--- src/mfwq_pkg.sv ---
`timescale 1ns / 1ps
`default_nettype none
// ----------------------------------------------------------------------------
// Mutex with FIFO handoff: shared definitions
// Operation codes, status codes, field widths and parameter defaults.
// ----------------------------------------------------------------------------
package mfwq_pkg;

  localparam int KIND_W   = 2;
  localparam int REQ_W    = 8;
  localparam int STATUS_W = 3;

  localparam int WAIT_DEPTH_DEF = 16;
  localparam int ID_WIDTH_DEF   = 8;

  localparam logic [KIND_W-1:0] KIND_LOCK    = 2'd0;
  localparam logic [KIND_W-1:0] KIND_TRYLOCK = 2'd1;
  localparam logic [KIND_W-1:0] KIND_UNLOCK  = 2'd2;

  localparam logic [STATUS_W-1:0] ST_OK          = 3'd0;
  localparam logic [STATUS_W-1:0] ST_QUEUED      = 3'd1;
  localparam logic [STATUS_W-1:0] ST_AT_HEAD     = 3'd2;
  localparam logic [STATUS_W-1:0] ST_TRY_REFUSED = 3'd3;
  localparam logic [STATUS_W-1:0] ST_UNL_REFUSED = 3'd4;
  localparam logic [STATUS_W-1:0] ST_QUEUE_FULL  = 3'd5;

endpackage

`default_nettype wire

--- src/mfwq_if.sv ---
`timescale 1ns / 1ps
`default_nettype none
// ----------------------------------------------------------------------------
// Mutex with FIFO handoff: channel interfaces
// Valid/ready channels for the operation items and the result items.
// ----------------------------------------------------------------------------
interface mfwq_cmd_if
  import mfwq_pkg::*;
  ();
  logic              valid;
  logic              ready;
  logic [KIND_W-1:0] kind;
  logic [REQ_W-1:0]  requester;

  modport source (output valid, output kind, output requester, input ready);
  modport sink   (input valid, input kind, input requester, output ready);
endinterface

interface mfwq_rsp_if
  import mfwq_pkg::*;
  ();
  logic                valid;
  logic                ready;
  logic [STATUS_W-1:0] status;
  logic                wake_valid;
  logic [REQ_W-1:0]    wake_id;

  modport source (output valid, output status, output wake_valid, output wake_id,
                  input ready);
  modport sink   (input valid, input status, input wake_valid, input wake_id,
                  output ready);
endinterface

`default_nettype wire

--- src/mutex_fifo_wait_queue.sv ---
`timescale 1ns / 1ps
`default_nettype none
// A result is registered when its item executes in EXEC after acceptance; a
// result not yet taken holds EXEC. Items are taken only in IDLE, once the last
// is done; the head is read synchronously from the wait memory on acceptance.
// Reset: synchronous, clears the lock, owner, pointers and count at once;
// the wait memory is not cleared, since only written entries are ever read.
// ----------------------------------------------------------------------------
// Mutex with FIFO handoff
// One lock with an owner and a memory-based FIFO of waiting requester ids.
// ----------------------------------------------------------------------------
module mutex_fifo_wait_queue
  import mfwq_pkg::*;
#(
  parameter int WAIT_DEPTH = WAIT_DEPTH_DEF,
  parameter int ID_WIDTH   = ID_WIDTH_DEF
) (
  input  wire logic   clk,
  input  wire logic   rst,
  mfwq_cmd_if.sink    cmd,
  mfwq_rsp_if.source  rsp
);

  localparam int IdW  = (ID_WIDTH < REQ_W) ? ID_WIDTH : REQ_W;
  localparam int PtrW = (WAIT_DEPTH > 1) ? $clog2(WAIT_DEPTH) : 1;
  localparam int CntW = $clog2(WAIT_DEPTH + 1);

  localparam logic ST_IDLE = 1'b0;
  localparam logic ST_EXEC = 1'b1;

  logic [IdW-1:0]  wait_mem [WAIT_DEPTH];
  logic [IdW-1:0]  head_data;

  logic            state;
  logic            locked;
  logic [IdW-1:0]  owner_id;
  logic [PtrW-1:0] fifo_head;
  logic [PtrW-1:0] fifo_tail;
  logic [CntW-1:0] fifo_count;
  logic [KIND_W-1:0] op_kind;
  logic [IdW-1:0]  op_req;

  logic                out_valid;
  logic [STATUS_W-1:0] out_status;
  logic                out_wake_valid;
  logic [IdW-1:0]      out_wake_id;

  logic            locked_next;
  logic [IdW-1:0]  owner_id_next;
  logic [PtrW-1:0] fifo_head_next;
  logic [PtrW-1:0] fifo_tail_next;
  logic [CntW-1:0] fifo_count_next;
  logic [STATUS_W-1:0] status_next;
  logic            wake_valid_next;
  logic            mem_we;

  logic accept;
  logic fire;
  logic head_hit;
  logic queue_full;

  assign accept = cmd.valid && cmd.ready;
  assign fire   = (state == ST_EXEC) && (!out_valid || rsp.ready);

  assign cmd.ready      = (state == ST_IDLE);
  assign rsp.valid      = out_valid;
  assign rsp.status     = out_status;
  assign rsp.wake_valid = out_wake_valid;
  assign rsp.wake_id    = REQ_W'(out_wake_id);

  assign head_hit   = (fifo_count != '0) && (head_data == op_req);
  assign queue_full = (fifo_count == CntW'(WAIT_DEPTH));

  function automatic logic [PtrW-1:0] next_slot(input logic [PtrW-1:0] p);
    next_slot = (p == PtrW'(WAIT_DEPTH - 1)) ? '0 : p + 1'b1;
  endfunction

  always_comb begin
    locked_next     = locked;
    owner_id_next   = owner_id;
    fifo_head_next  = fifo_head;
    fifo_tail_next  = fifo_tail;
    fifo_count_next = fifo_count;
    status_next     = ST_OK;
    wake_valid_next = 1'b0;
    mem_we          = 1'b0;
    unique case (op_kind)
      KIND_LOCK: begin
        if (!locked || op_req == owner_id) begin
          locked_next   = 1'b1;
          owner_id_next = op_req;
        end else if (head_hit) begin
          status_next = ST_AT_HEAD;
        end else if (queue_full) begin
          status_next = ST_QUEUE_FULL;
        end else begin
          mem_we          = 1'b1;
          fifo_tail_next  = next_slot(fifo_tail);
          fifo_count_next = fifo_count + 1'b1;
          status_next     = ST_QUEUED;
        end
      end
      KIND_TRYLOCK: begin
        if (locked) begin
          status_next = ST_TRY_REFUSED;
        end else begin
          locked_next   = 1'b1;
          owner_id_next = op_req;
        end
      end
      KIND_UNLOCK: begin
        if (locked && owner_id == op_req) begin
          if (fifo_count == '0) begin
            locked_next   = 1'b0;
            owner_id_next = '0;
          end else begin
            owner_id_next   = head_data;
            fifo_head_next  = next_slot(fifo_head);
            fifo_count_next = fifo_count - 1'b1;
            wake_valid_next = 1'b1;
          end
        end else begin
          status_next = ST_UNL_REFUSED;
        end
      end
      default: begin
        status_next = ST_OK;
      end
    endcase
  end

  always_ff @(posedge clk) begin
    if (accept) begin
      head_data <= wait_mem[fifo_head];
    end
    if (fire && mem_we) begin
      wait_mem[fifo_tail] <= op_req;
    end
  end

  always_ff @(posedge clk) begin
    if (accept) begin
      op_kind <= cmd.kind;
      op_req  <= cmd.requester[IdW-1:0];
    end
    if (fire) begin
      out_status     <= status_next;
      out_wake_valid <= wake_valid_next;
      out_wake_id    <= wake_valid_next ? head_data : '0;
    end
  end

  always_ff @(posedge clk) begin
    if (rst) begin
      state      <= ST_IDLE;
      locked     <= 1'b0;
      owner_id   <= '0;
      fifo_head  <= '0;
      fifo_tail  <= '0;
      fifo_count <= '0;
      out_valid  <= 1'b0;
    end else begin
      unique case (state)
        ST_IDLE: begin
          if (accept) begin
            state <= ST_EXEC;
          end
        end
        ST_EXEC: begin
          if (fire) begin
            state <= ST_IDLE;
          end
        end
        default: begin
          state <= ST_IDLE;
        end
      endcase
      if (fire) begin
        locked     <= locked_next;
        owner_id   <= owner_id_next;
        fifo_head  <= fifo_head_next;
        fifo_tail  <= fifo_tail_next;
        fifo_count <= fifo_count_next;
        out_valid  <= 1'b1;
      end else if (rsp.ready) begin
        out_valid <= 1'b0;
      end
    end
  end

endmodule

`default_nettype wire

--- src/flat_wrapper.sv ---
// flat-port wrapper written by rule: the top's interface ports become plain ports
module mutex_fifo_wait_queue_flat import mfwq_pkg::*;
#(
  parameter int WAIT_DEPTH = WAIT_DEPTH_DEF,
  parameter int ID_WIDTH   = ID_WIDTH_DEF
)
  (clk, rst, cmd_valid, cmd_kind, cmd_requester, cmd_ready, rsp_valid, rsp_status, rsp_wake_valid, rsp_wake_id, rsp_ready);
  mfwq_cmd_if cmd_i ();
  mfwq_rsp_if rsp_i ();
  input  wire logic clk;
  input  wire logic rst;
  input wire logic [$bits(cmd_i.valid)-1:0] cmd_valid;
  input wire logic [$bits(cmd_i.kind)-1:0] cmd_kind;
  input wire logic [$bits(cmd_i.requester)-1:0] cmd_requester;
  output wire logic [$bits(cmd_i.ready)-1:0] cmd_ready;
  output wire logic [$bits(rsp_i.valid)-1:0] rsp_valid;
  output wire logic [$bits(rsp_i.status)-1:0] rsp_status;
  output wire logic [$bits(rsp_i.wake_valid)-1:0] rsp_wake_valid;
  output wire logic [$bits(rsp_i.wake_id)-1:0] rsp_wake_id;
  input wire logic [$bits(rsp_i.ready)-1:0] rsp_ready;
  assign cmd_i.valid = cmd_valid;
  assign cmd_i.kind = cmd_kind;
  assign cmd_i.requester = cmd_requester;
  assign cmd_ready = cmd_i.ready;
  assign rsp_valid = rsp_i.valid;
  assign rsp_status = rsp_i.status;
  assign rsp_wake_valid = rsp_i.wake_valid;
  assign rsp_wake_id = rsp_i.wake_id;
  assign rsp_i.ready = rsp_ready;
  mutex_fifo_wait_queue #(.WAIT_DEPTH(WAIT_DEPTH), .ID_WIDTH(ID_WIDTH)) u_core (.clk(clk), .rst(rst), .cmd(cmd_i), .rsp(rsp_i));
endmodule
--- config.mk ---
export PLATFORM = sky130hd
export DESIGN_NAME = mutex_fifo_wait_queue_flat
export DESIGN_NICKNAME = d
export VERILOG_FILES = /design/src/mfwq_pkg.sv /design/src/mfwq_if.sv /design/src/mutex_fifo_wait_queue.sv /design/src/flat_wrapper.sv
export SDC_FILE = /design/constraint.sdc
export NUM_CORES = 1
export LEC_CHECK = 0
export ABC_AREA = 1
export BUFFER_PORTS_ARGS = -buffer_cell sky130_fd_sc_hd__buf_2
export CORE_MARGIN = 2
export CORE_UTILIZATION = 35
export DETAILED_ROUTE_END_ITERATION = 8
export SLEW_MARGIN = 30
export SYNTH_ARGS = -nofsm -noshare
export SYNTH_HDL_FRONTEND = slang
export SYNTH_SLANG_ARGS = --single-unit
--- constraint.sdc ---
create_clock -name clk -period 2.6 [get_ports clk]
set_input_delay 0.39 -clock clk [delete_from_list [all_inputs] [get_ports clk]]
set_output_delay 0.39 -clock clk [all_outputs]
set_load 0.01 [all_outputs]
Word-level counts from Yosys, hierarchy flattened. Memories as Yosys holds them, arrays and structs flattened. A register that Yosys moved wholly into a read port is not among the register bits. Cells that the tools add are included.

$add $sub $neg: 4. Eq/ne operators: 16. Multiplexer cells: 37. Bitwise logic cells: 5. Reduce and logical (&&, ||, !) cells: 20.

Operators by type and width (count): 2-to-1 mux 8 bit (4); 2-to-1 mux 5 bit (5); equality test 8 bit (3); case mux 8 bit (3 select lines) (1); 2-to-1 mux 1 bit (16); AND reduction 5 bit (3); 2-to-1 mux 3 bit (4); != test 2 bit (second input constant) (5); case mux 5 bit (2 select lines) (1); case mux 3 bit (3 select lines) (1); adder 4 x 1 -> 4 bit (second input constant) (2); equality test 4 bit (second input constant) (2); 2-to-1 mux 4 bit (2); AND reduction 7 bit (1); != test 2 x 1 -> 1 bit (second input constant) (3); adder 5 x 1 -> 5 bit (second input constant) (1); equality test 5 bit (second input constant) (1); logical AND 1 bit (5); logical NOT 5 bit (1); inverter 1 bit (5); nonzero test 5 bit (1); subtractor 5 x 1 -> 5 bit (second input constant) (1); AND reduction 4 bit (1); nonzero test 2 bit (2); other kinds (9) (11).

Register bits: 46. Bits in writable memories: 128. Input bits: 14. Output and inout port bits: 14. Logic and storage cells: 95. Memories: 1.

Memories: u_core.wait_mem (depth 16, bits a word 8, rd ports 1, clocked after Yosys merged registers in 1, write ports 1, line mutex_fifo_wait_queue.sv:31) `logic [IdW-1:0] wait_mem [WAIT_DEPTH];`.

Logic depth before layout (Yosys ltp). Gate-level depths: netlist of the first run.

Depth after elaboration: 8. Depth in mapped cells: 14. Mapped depth without buffers: 14.

Least setup slack after synthesis of the first run. No wires, ideal clock.

Path type: input to register. Start point: input rsp_ready. End point: memory u_core.wait_mem[4][0] in the netlist's numbering, enable pin. Setup time: 383 ps. Arrival: 2101 ps. Required time: 2217 ps. Setup slack: 116 ps. Stages: 9. Path buffers: 1. Cell sequence: inv_1 > nand2_1 > nand2_1 > inv_1 > o21ai_0 > clkinv_1 > nand2_2 > buf_2 > nor3_1.

Cells in the longest elaborated chain, start to end: 5.

Ends and longest elaborated chain: start, declared (line flat_wrapper.sv:20) `input wire logic [$bits(rsp_i.ready)-1:0] rsp_ready;`; logical OR 1 bit (line mutex_fifo_wait_queue.sv:63) `assign fire = (state == ST_EXEC) && (!out_valid || rsp.ready);`; logical AND 1 bit (line mutex_fifo_wait_queue.sv:63); net u_core.fire (line mutex_fifo_wait_queue.sv:58) `logic fire;`; logical AND 1 bit (line mutex_fifo_wait_queue.sv:136) `if (fire && mem_we) begin`; 2-to-1 mux 1 bit (line mutex_fifo_wait_queue.sv:136); 2-to-1 mux 1 bit (implied by the code) (line mutex_fifo_wait_queue.sv:137) `wait_mem[fifo_tail] <= op_req;`; end, declared (line mutex_fifo_wait_queue.sv:31).

The timed path passes the listed nets, and every way through them passes these cells.

Worst setup path after layout of the first run.
Start point: register u_core.op_req[3]. End point: memory u_core.wait_mem[9][1] in the netlist's numbering, enable pin.

Cells in the longest elaborated chain, start to end: 8. Elaborated cells between the ends (all ways): 10. Classes of those cells: eq/ne (2); mux (5); reduce/logical (3).

Ends and longest elaborated chain: start, declared (line mutex_fifo_wait_queue.sv:41) `logic [IdW-1:0] op_req;`; start signal, assigned (line mutex_fifo_wait_queue.sv:144) `op_req <= cmd.requester[IdW-1:0];`; equality test 8 bit (line mutex_fifo_wait_queue.sv:71) `assign head_hit = (fifo_count != '0) && (head_data == op_req);`; logical AND 1 bit (line mutex_fifo_wait_queue.sv:71); 2-to-1 mux 1 bit (line mutex_fifo_wait_queue.sv:92) `end else if (head_hit) begin`; 2-to-1 mux 1 bit * (line mutex_fifo_wait_queue.sv:89) `if (!locked || op_req == owner_id) begin`; 2-to-1 mux 1 bit * (line mutex_fifo_wait_queue.sv:87) `unique case (op_kind)`; logical AND 1 bit * (line mutex_fifo_wait_queue.sv:136); 2-to-1 mux 1 bit * (line mutex_fifo_wait_queue.sv:136); 2-to-1 mux 1 bit (implied by the code) * (line mutex_fifo_wait_queue.sv:137).

Every way passes the cells marked *; elsewhere a longest branch is shown, timed or not.

==> impl_metrics.py, run 1 <==
metrics = {
    "floorplan": {
        "die-area_um2": 23800,
        "die_w_um": 154,
        "core-area_um2": 22400,
        "initial_core_util_pct": 35.3,
        "io_pins": 28,
        "die-height_um": 154,
        "core.rowCount": 55,
    },
    "grt": {
        "grt_usage_pct": 16.2,
        "antenna_found_initial": 0,
        "first_global_vias": 5075,
        "grt_max_degree": 68,
        "grt_pass1_wl_um": 28900,
        "overflow": 0,
    },
    "placement": {
        "io_buffers": 27,
        "hpwl_um": 12900,
        "placed_area_um2": 8600,
        "routabilityCongestion": 0.862,
    },
    "finish": {
        "layout_common_cells": "158 x edfxtp_1, 125 x nand2_1, 119 x nor2_1",
        "mostFrequentLayoutCell": "edfxtp_1",
        "design_area_um2": 9270,
        "antenna_cells": 0,
        "area_growth_pct": 17.0,
        "fill_cells": 2104,
        "nNetsFinal": 806,
        "drive_gt1_share_pct": 16.7,
    },
    "pwr": {
        "netSwitchingFraction_pct": 23.4,
        "p_leak_nw": 3.35,
        "powerDensity_nw_per_um2": 691,
        "clkPwrFrac_pct": 44.1,
        "ir_worst_vdd_v": 0.000484,
        "p_int_mw": 4.90,
        "p_switching_mw": 1.50,
        "pwr-share-seq_pct": 50.8,
        "pwr-share-comb_pct": 5.1,
    },
    "worst_setup_path": {
        "worstSetupPathType": "flip-flop to flip-flop",
        "cp-endpoint": "u_core.wait_mem[9][1]",
        "critical_path.top_delay_family": "simple AND/OR/NAND/NOR gates",
        "endpoint_kind": "flip-flop",
        "worstPathBufferInverterCount": 2,
        "critical_path.startpoint": "u_core.op_req[3]",
        "required_ns": 2.75,
        "r2r_end": "u_core.wait_mem[9][1]",
        "worstRegToRegCells": 12,
        "crit_chain": "inv_1 > nand2_1 > nand2_1 > nor2_1 > nand2_1 > nor2_1 > nor2_1 > nand2_1 > nor2_2 > nand2_2 > nor3_1 > buf_4",
        "cp_slowest_cell": "edfxtp_1",
        "rrSetupSlack_ns": 0.31,
        "cp.depth": 12,
        "reg2reg_from": "u_core.op_req[3]",
        "worst_path_largest_cell_delay_ns": 0.46,
        "crit_arrival_ns": 2.44,
        "cp-start-kind": "flip-flop",
        "critical_path.max_fanout": 10,
        "critPathMostFrequentCell": "nand2_1",
    },
    "timing": {
        "period_minus_slack_ns": 2.29,
        "worstMarginPinSlew_ns": 0.945,
        "report.final.setup_viol": 0,
        "post-route-period-util_pct": 88.0,
        "max_freq_mhz": 437,
        "fin_skew_ns": 0.00750,
        "timing.slew.headroom_pct": 37.0,
        "setup_tns_ns": 0,
        "finalMaxSlewViolations": 0,
        "hold_viol": 0,
        "rsz0062_at_grt": "no",
    },
    "cts": {
        "postCtsResizedCells": 0,
        "tritoncts": "built",
        "cts_buffers": 17,
        "cts.sinks": 182,
        "cts_root_buf": "clkbuf_16",
        "post-cts-setup-buffers": 0,
        "cts.htree.levels": 4,
        "cts_max_path_buffers": 2,
        "insertion_delay_ns": 0.43,
        "path_clk_slew_ns": 0.07,
        "cts_hold_buf": 0,
    },
    "drt": {
        "drt_pre_antenna_iters": 5,
        "antenna_left": 0,
        "vias_per_cell": 5.08,
        "routed_wl_um": 19000,
        "drtIter0Drc": 482,
        "drc": 0,
        "routedWlPerCell_um": 17.6,
        "vias": 5494,
    },
    "logic_synthesis": {
        "syn_nets": 746,
        "yosysTopAreaCellShare_pct": 59.9,
        "synth_top_cell_by_area": "edfxtp_1",
        "yosysSeqAreaShare_pct": 66.0,
        "yosysWarningCount": 0,
        "ys_ff_latch": 182,
        "syn_area_um2": 7920,
        "synth.distinct_cells": 37,
        "synthCells": 723,
        "syn_avg_cell_area_um2": 11.0,
        "ys_top_cells_by_area": "edfxtp_1 60%, dfxtp_1 6.1%, nand2_1 5.9%, nor2_1 5.7%, inv_1 2.7%",
    },
    "run": {
        "maxCapViolCount": 0,
    },
    "min_path": {
        "hold_path_class": "primary input to flip-flop",
    },
    "outcome": {
        "status": "finished, final reports clean",
    },
}
[synth_stat cells (all sizes together)]
master,count
ha,8
o221ai,11
edfxtp,158
nor2,127
clkbuf,18
inv,66
clkinv,5
o22ai,8
or2,2
dfxtp,24
xnor2,3
o211ai,5
xor2,4
nor4,1
nand4,4
fa,1
o21ai,36
nand2,132
nand3b,1
mux2i,11
buf,9
o32ai,21
nand3,29
nor3,22
a211oi,1
a21oi,16
[worst register-to-register path, cell delays in order (launching register included)]
cell and delay (ns):
edfxtp_1 0.46, inv_1 0.11, nand2_1 0.05, nand2_1 0.09
nor2_1 0.05, nand2_1 0.06, nor2_1 0.05, nor2_1 0.08
nand2_1 0.08, nor2_2 0.12, nand2_2 0.18, nor3_1 0.42
buf_4 0.25
[through the flow]
| stage | hold slack, ns | std cells | total power, mW | setup slack (ns) | util, % |
|---|---|---|---|---|---|
| 6_report | 0.126 | 1081 | 6.40 | 0.312 | 41.3 |
| 5_1_grt | 0.114 | 1081 | 6.59 | 0.0533 | 41.3 |
| 3_3_place_gp | 0.474 | 1049 | 3.64 | 0.426 | 38.4 |
| 2_1_floorplan | 0.455 | 723 | 3.51 | 0.116 | - |
| 3_5_place_dp | 0.480 | 1049 | 3.64 | 0.386 | 38.4 |
| 4_1_cts | 0.107 | 1081 | 6.45 | 0.318 | 41.3 |
[final cells by class]
| type | count | area (µm²) | share of cell area (%) |
|---|---|---|---|
| sequential | 182 | 5230 | 56.4 |
| multi-input combinational | 443 | 2310 | 24.9 |
| timing repair buffer | 68 | 443 | 4.78 |
| clock buffer | 17 | 425 | 4.59 |
| tap | 285 | 357 | 3.85 |
| inverter | 71 | 267 | 2.88 |
| clock inverter | 15 | 236 | 2.55 |
[layer usage]
layer | wire, µm | part of all wire [%] | global-route usage (%)
met5 | 0 | 0 | 0
met4 | 514 | 2.7 | 6.83
met3 | 1170 | 6.2 | 3.78
met2 | 8710 | 46 | 25.2
met1 | 8590 | 45 | 21.9
[cell families (layout without fill, tap and decap cells)]
group | after synthesis | after routing | synth area share [%]
adder cells (fa/ha/maj) | 9 | 9 | 1.52
AND/OR/NAND/NOR | 318 | 318 | 17.3
flip-flops | 182 | 182 | 66.0
AO/OA/AOI/OAI | 98 | 98 | 8.17
buffers and inverters | 98 | 171 | 4.88
XOR/XNOR | 7 | 7 | 0.774
multiplexers | 11 | 11 | 1.39
[how the worst min path moves through the flow]
stage,startpoint,endpoint,cells past startpoint
floorplan,u_core.fifo_head[3],u_core.fifo_head[3],2
global placement,u_core.rsp.valid,u_core.rsp.valid,2
detailed placement,u_core.rsp.valid,u_core.rsp.valid,2
CTS,cmd_kind[1],u_core.op_kind[1],1
global route,cmd_kind[1],u_core.op_kind[1],1
finish,cmd_kind[1],u_core.op_kind[1],1
[registers in the layout (all words and copies together), names as in the netlist, 3 cells and up]
| register | flops |
|---|---|
| u_core.owner_id | 8 |
| u_core.rsp.wake_id | 8 |
| u_core.wait_mem | 128 |
| u_core.fifo_count | 5 |
| u_core.op_req | 8 |
| u_core.head_data | 8 |
| u_core.fifo_tail | 4 |
| u_core.rsp.status | 3 |
| u_core.fifo_head | 4 |
[power by group through the flow]
stage / Combinational, mW / Clock [mW] / Sequential, mW
finish: 0.328 / 2.82 / 3.25
global route: 0.366 / 2.97 / 3.25
CTS: 0.330 / 2.87 / 3.25
detailed placement: 0.329 / 0 / 3.31
floorplan: 0.184 / 0 / 3.33
global placement: 0.326 / 0 / 3.31
No activity file was read; power rests on OpenSTA's default activity.
==> inputs of run 2 (changes only) <==
- ABC_AREA: 1 -> unset
==> impl_metrics.py, run 2 <==
metrics = {
    "outcome": {
        "status": "finished, final reports clean",
    },
    "logic_synthesis": {
        "ys.flop_type": "edfxtp_1",
        "synthCells": 430,
        "synth-simple-area-share_pct": 7.55,
        "synth_xor_area_share_pct": 2.32,
        "synth_compound_area_share_pct": 4.81,
        "synth_top_family_by_area": "multiplexers",
        "ys_ff_latch": 182,
        "synthAdderAreaFrac_pct": 1.59,
        "syn_nets": 453,
        "syn_area_um2": 7540,
        "synth_top_cell_by_area": "edfxtp_1",
        "ys_top_cells_by_count": "158 x edfxtp_1, 40 x mux4_2, 27 x nor2_1, 24 x dfxtp_1, 17 x and3_1",
        "yosysWarningCount": 0,
        "synth_edf_count": 158,
        "ys_top_cells_by_area": "edfxtp_1 63%, mux4_2 12%, dfxtp_1 6.4%, and3_1 1.4%, nor2_1 1.3%",
        "yosysSeqAreaShare_pct": 69.3,
        "yosysTopAreaCellShare_pct": 63.0,
        "synth.distinct_cells": 56,
        "syn_avg_cell_area_um2": 17.5,
        "synth.most_common_cell": "edfxtp_1",
        "synthMuxAreaShare_pct": 12.6,
        "async_reset_ff_share_pct": 0,
    },
    "finish": {
        "nNetsFinal": 516,
        "antenna_cells": 0,
        "drive_gt1_share_pct": 29.4,
        "layout_common_cells": "158 x edfxtp_1, 40 x mux4_2, 35 x buf_4",
        "mostFrequentLayoutCell": "edfxtp_1",
        "regMostFlops": "u_core.wait_mem",
        "area_growth_pct": 17.4,
        "largest_register_ffs": 128,
    },
    "timing": {
        "setup_tns_ns": 0,
        "finalMaxSlewViolations": 0,
        "hold_viol": 0,
        "report.final.setup_viol": 0,
        "rsz0062_at_grt": "no",
        "timing.slew.headroom_pct": 58.2,
        "finalWorstSetupSlack_ns": 0.237,
        "max_freq_mhz": 423,
        "worstMarginPinSlew_ns": 0.626,
        "post-route-period-util_pct": 90.9,
        "period_minus_slack_ns": 2.36,
        "fin_skew_ns": 0.0120,
    },
    "cts": {
        "cts.htree.levels": 4,
        "cts.sinks": 182,
        "cts_buffers": 17,
        "path_clk_slew_ns": 0.07,
        "tritoncts": "built",
        "post-cts-setup-buffers": 0,
        "postCtsResizedCells": 0,
        "cts_hold_buf": 0,
        "cts_root_buf": "clkbuf_16",
        "cts_max_path_buffers": 2,
        "insertion_delay_ns": 0.42,
    },
    "worst_setup_path": {
        "reg2reg_from": "u_core.op_req[3]",
        "endpoint_kind": "flip-flop",
        "crit_chain": "xor2_1 > nor4_1 > and3_4 > nor4_4 > buf_4 > and3_1 > buf_4",
        "required_ns": 2.78,
        "rrSetupSlack_ns": 0.24,
        "r2r_end": "u_core.wait_mem[4][1]",
        "worstSetupPathType": "flip-flop to flip-flop",
        "cp_slowest_cell": "nor4_1",
        "critical_path.max_fanout": 21,
        "cp-start-kind": "flip-flop",
        "crit_arrival_ns": 2.54,
        "worstRegToRegCells": 7,
        "critical_path.top_delay_family": "simple AND/OR/NAND/NOR gates",
        "worst_path_largest_cell_delay_ns": 0.52,
        "worstPathBufferInverterCount": 2,
        "critPathMostFrequentCell": "buf_4",
    },
    "min_path": {
        "min_to": "u_core.op_kind[0]",
        "holdPathStages": 1,
        "min_from": "cmd_kind[0]",
        "hold_path_class": "primary input to flip-flop",
    },
    "floorplan": {
        "io_pins": 28,
        "initial_core_util_pct": 35.7,
        "core-area_um2": 21100,
        "die-area_um2": 22700,
        "die_w_um": 151,
        "core.rowCount": 53,
        "die-height_um": 151,
    },
    "grt": {
        "grt_max_degree": 36,
        "grt_pass1_wl_um": 24200,
        "grt_usage_pct": 14.6,
        "antenna_found_initial": 0,
        "overflow": 0,
        "first_global_vias": 4143,
    },
    "drt": {
        "vias": 3968,
        "drtIter0Drc": 304,
        "vias_per_cell": 5.08,
        "routedWlPerCell_um": 19.8,
        "drt_pre_antenna_iters": 4,
        "routed_wl_um": 15500,
        "antenna_left": 0,
        "drc": 0,
    },
    "pwr": {
        "ir_worst_vdd_v": 0.000347,
        "p_leak_nw": 2.97,
        "powerDensity_nw_per_um2": 686,
    },
    "placement": {
        "io_buffers": 27,
        "dpl_worst_slack_ns": 0.189,
        "routabilityCongestion": 0.789,
        "hpwl_um": 10900,
    },
    "run": {
        "maxCapViolCount": 0,
    },
}
run 2: changes by cell type in the layout (fill, tap and decap cells not counted), moves of 15 or more:
| cell | previous run | this run |
|---|---|---|
| nor2_1 | 119 | 27 |
| nor3_1 | 19 | 4 |
| nand3_1 | 28 | 4 |
| o32ai_1 | 21 | 0 |
| inv_1 | 57 | 8 |
| and3_1 | 0 | 17 |
| o21ai_0 | 36 | 1 |
| nand2_1 | 125 | 4 |
| mux4_2 | 0 | 40 |
run 2: cell type report:
type | instances | area (µm²)
Clock inverter | 14 | 174
Timing Repair Buffer | 65 | 458
Inverter | 8 | 30.0
Multi-Input combinational cell | 219 | 2180
Sequential cell | 182 | 5230
Tap cell | 275 | 344
Clock buffer | 18 | 429
Fill cell | 1877 | 12200
run 2: worst max-delay path by stage:
stage | cells after the start | slack, ns | start | to
detailed placement | 7 | 0.19 | u_core.op_req[3] | u_core.wait_mem[0][5]
CTS | 7 | 0.16 | u_core.op_req[3] | u_core.wait_mem[0][2]
finish | 7 | 0.24 | u_core.op_req[3] | u_core.wait_mem[4][1]
global placement | 7 | 0.18 | u_core.op_req[0] | u_core.wait_mem[5][2]
global route | 7 | 0.1 | u_core.op_req[3] | u_core.wait_mem[6][6]
floorplan | 5 | 0.36 | u_core.op_req[0] | u_core.wait_mem[3][0]
run 2: logic make-up (layout without fill, tap and decap cells):
logic type | Yosys count | count (layout)
buffers and inverters | 29 | 105
muxes | 45 | 45
adders and majority gates | 9 | 9
DFF | 182 | 182
AOI/OAI and AO/OA | 50 | 50
xor gates and xnor gates | 20 | 20
and+or+nand+nor | 95 | 95
run 2: where the power goes:
| part | internal, mW | switching [mW] | total [mW] |
|---|---|---|---|
| logic | 0.0754 | 0.140 | 0.215 |
| clock network | 1.52 | 1.09 | 2.61 |
| registers | 3.21 | 0.0278 | 3.24 |
run 2: routing by layer:
layer  GRT usage [%]  wire length (µm)
met4            3.08                82
met2            23.5              7510
met5               0                 0
met3            3.76               686
met1            20.0              7170
run 2: metrics by stage:
step	utilization [%]	cells	area [µm²]	hold slack (ns)	power (mW)
after floorplan	-	430	7540	0.489	3.42
after global placement	39.1	749	8240	0.501	3.52
after detailed placement	39.1	749	8240	0.505	3.52
after CTS	41.9	781	8840	0.117	6.13
after global routing	41.9	781	8840	0.108	6.27
final	41.9	781	8840	0.138	6.07
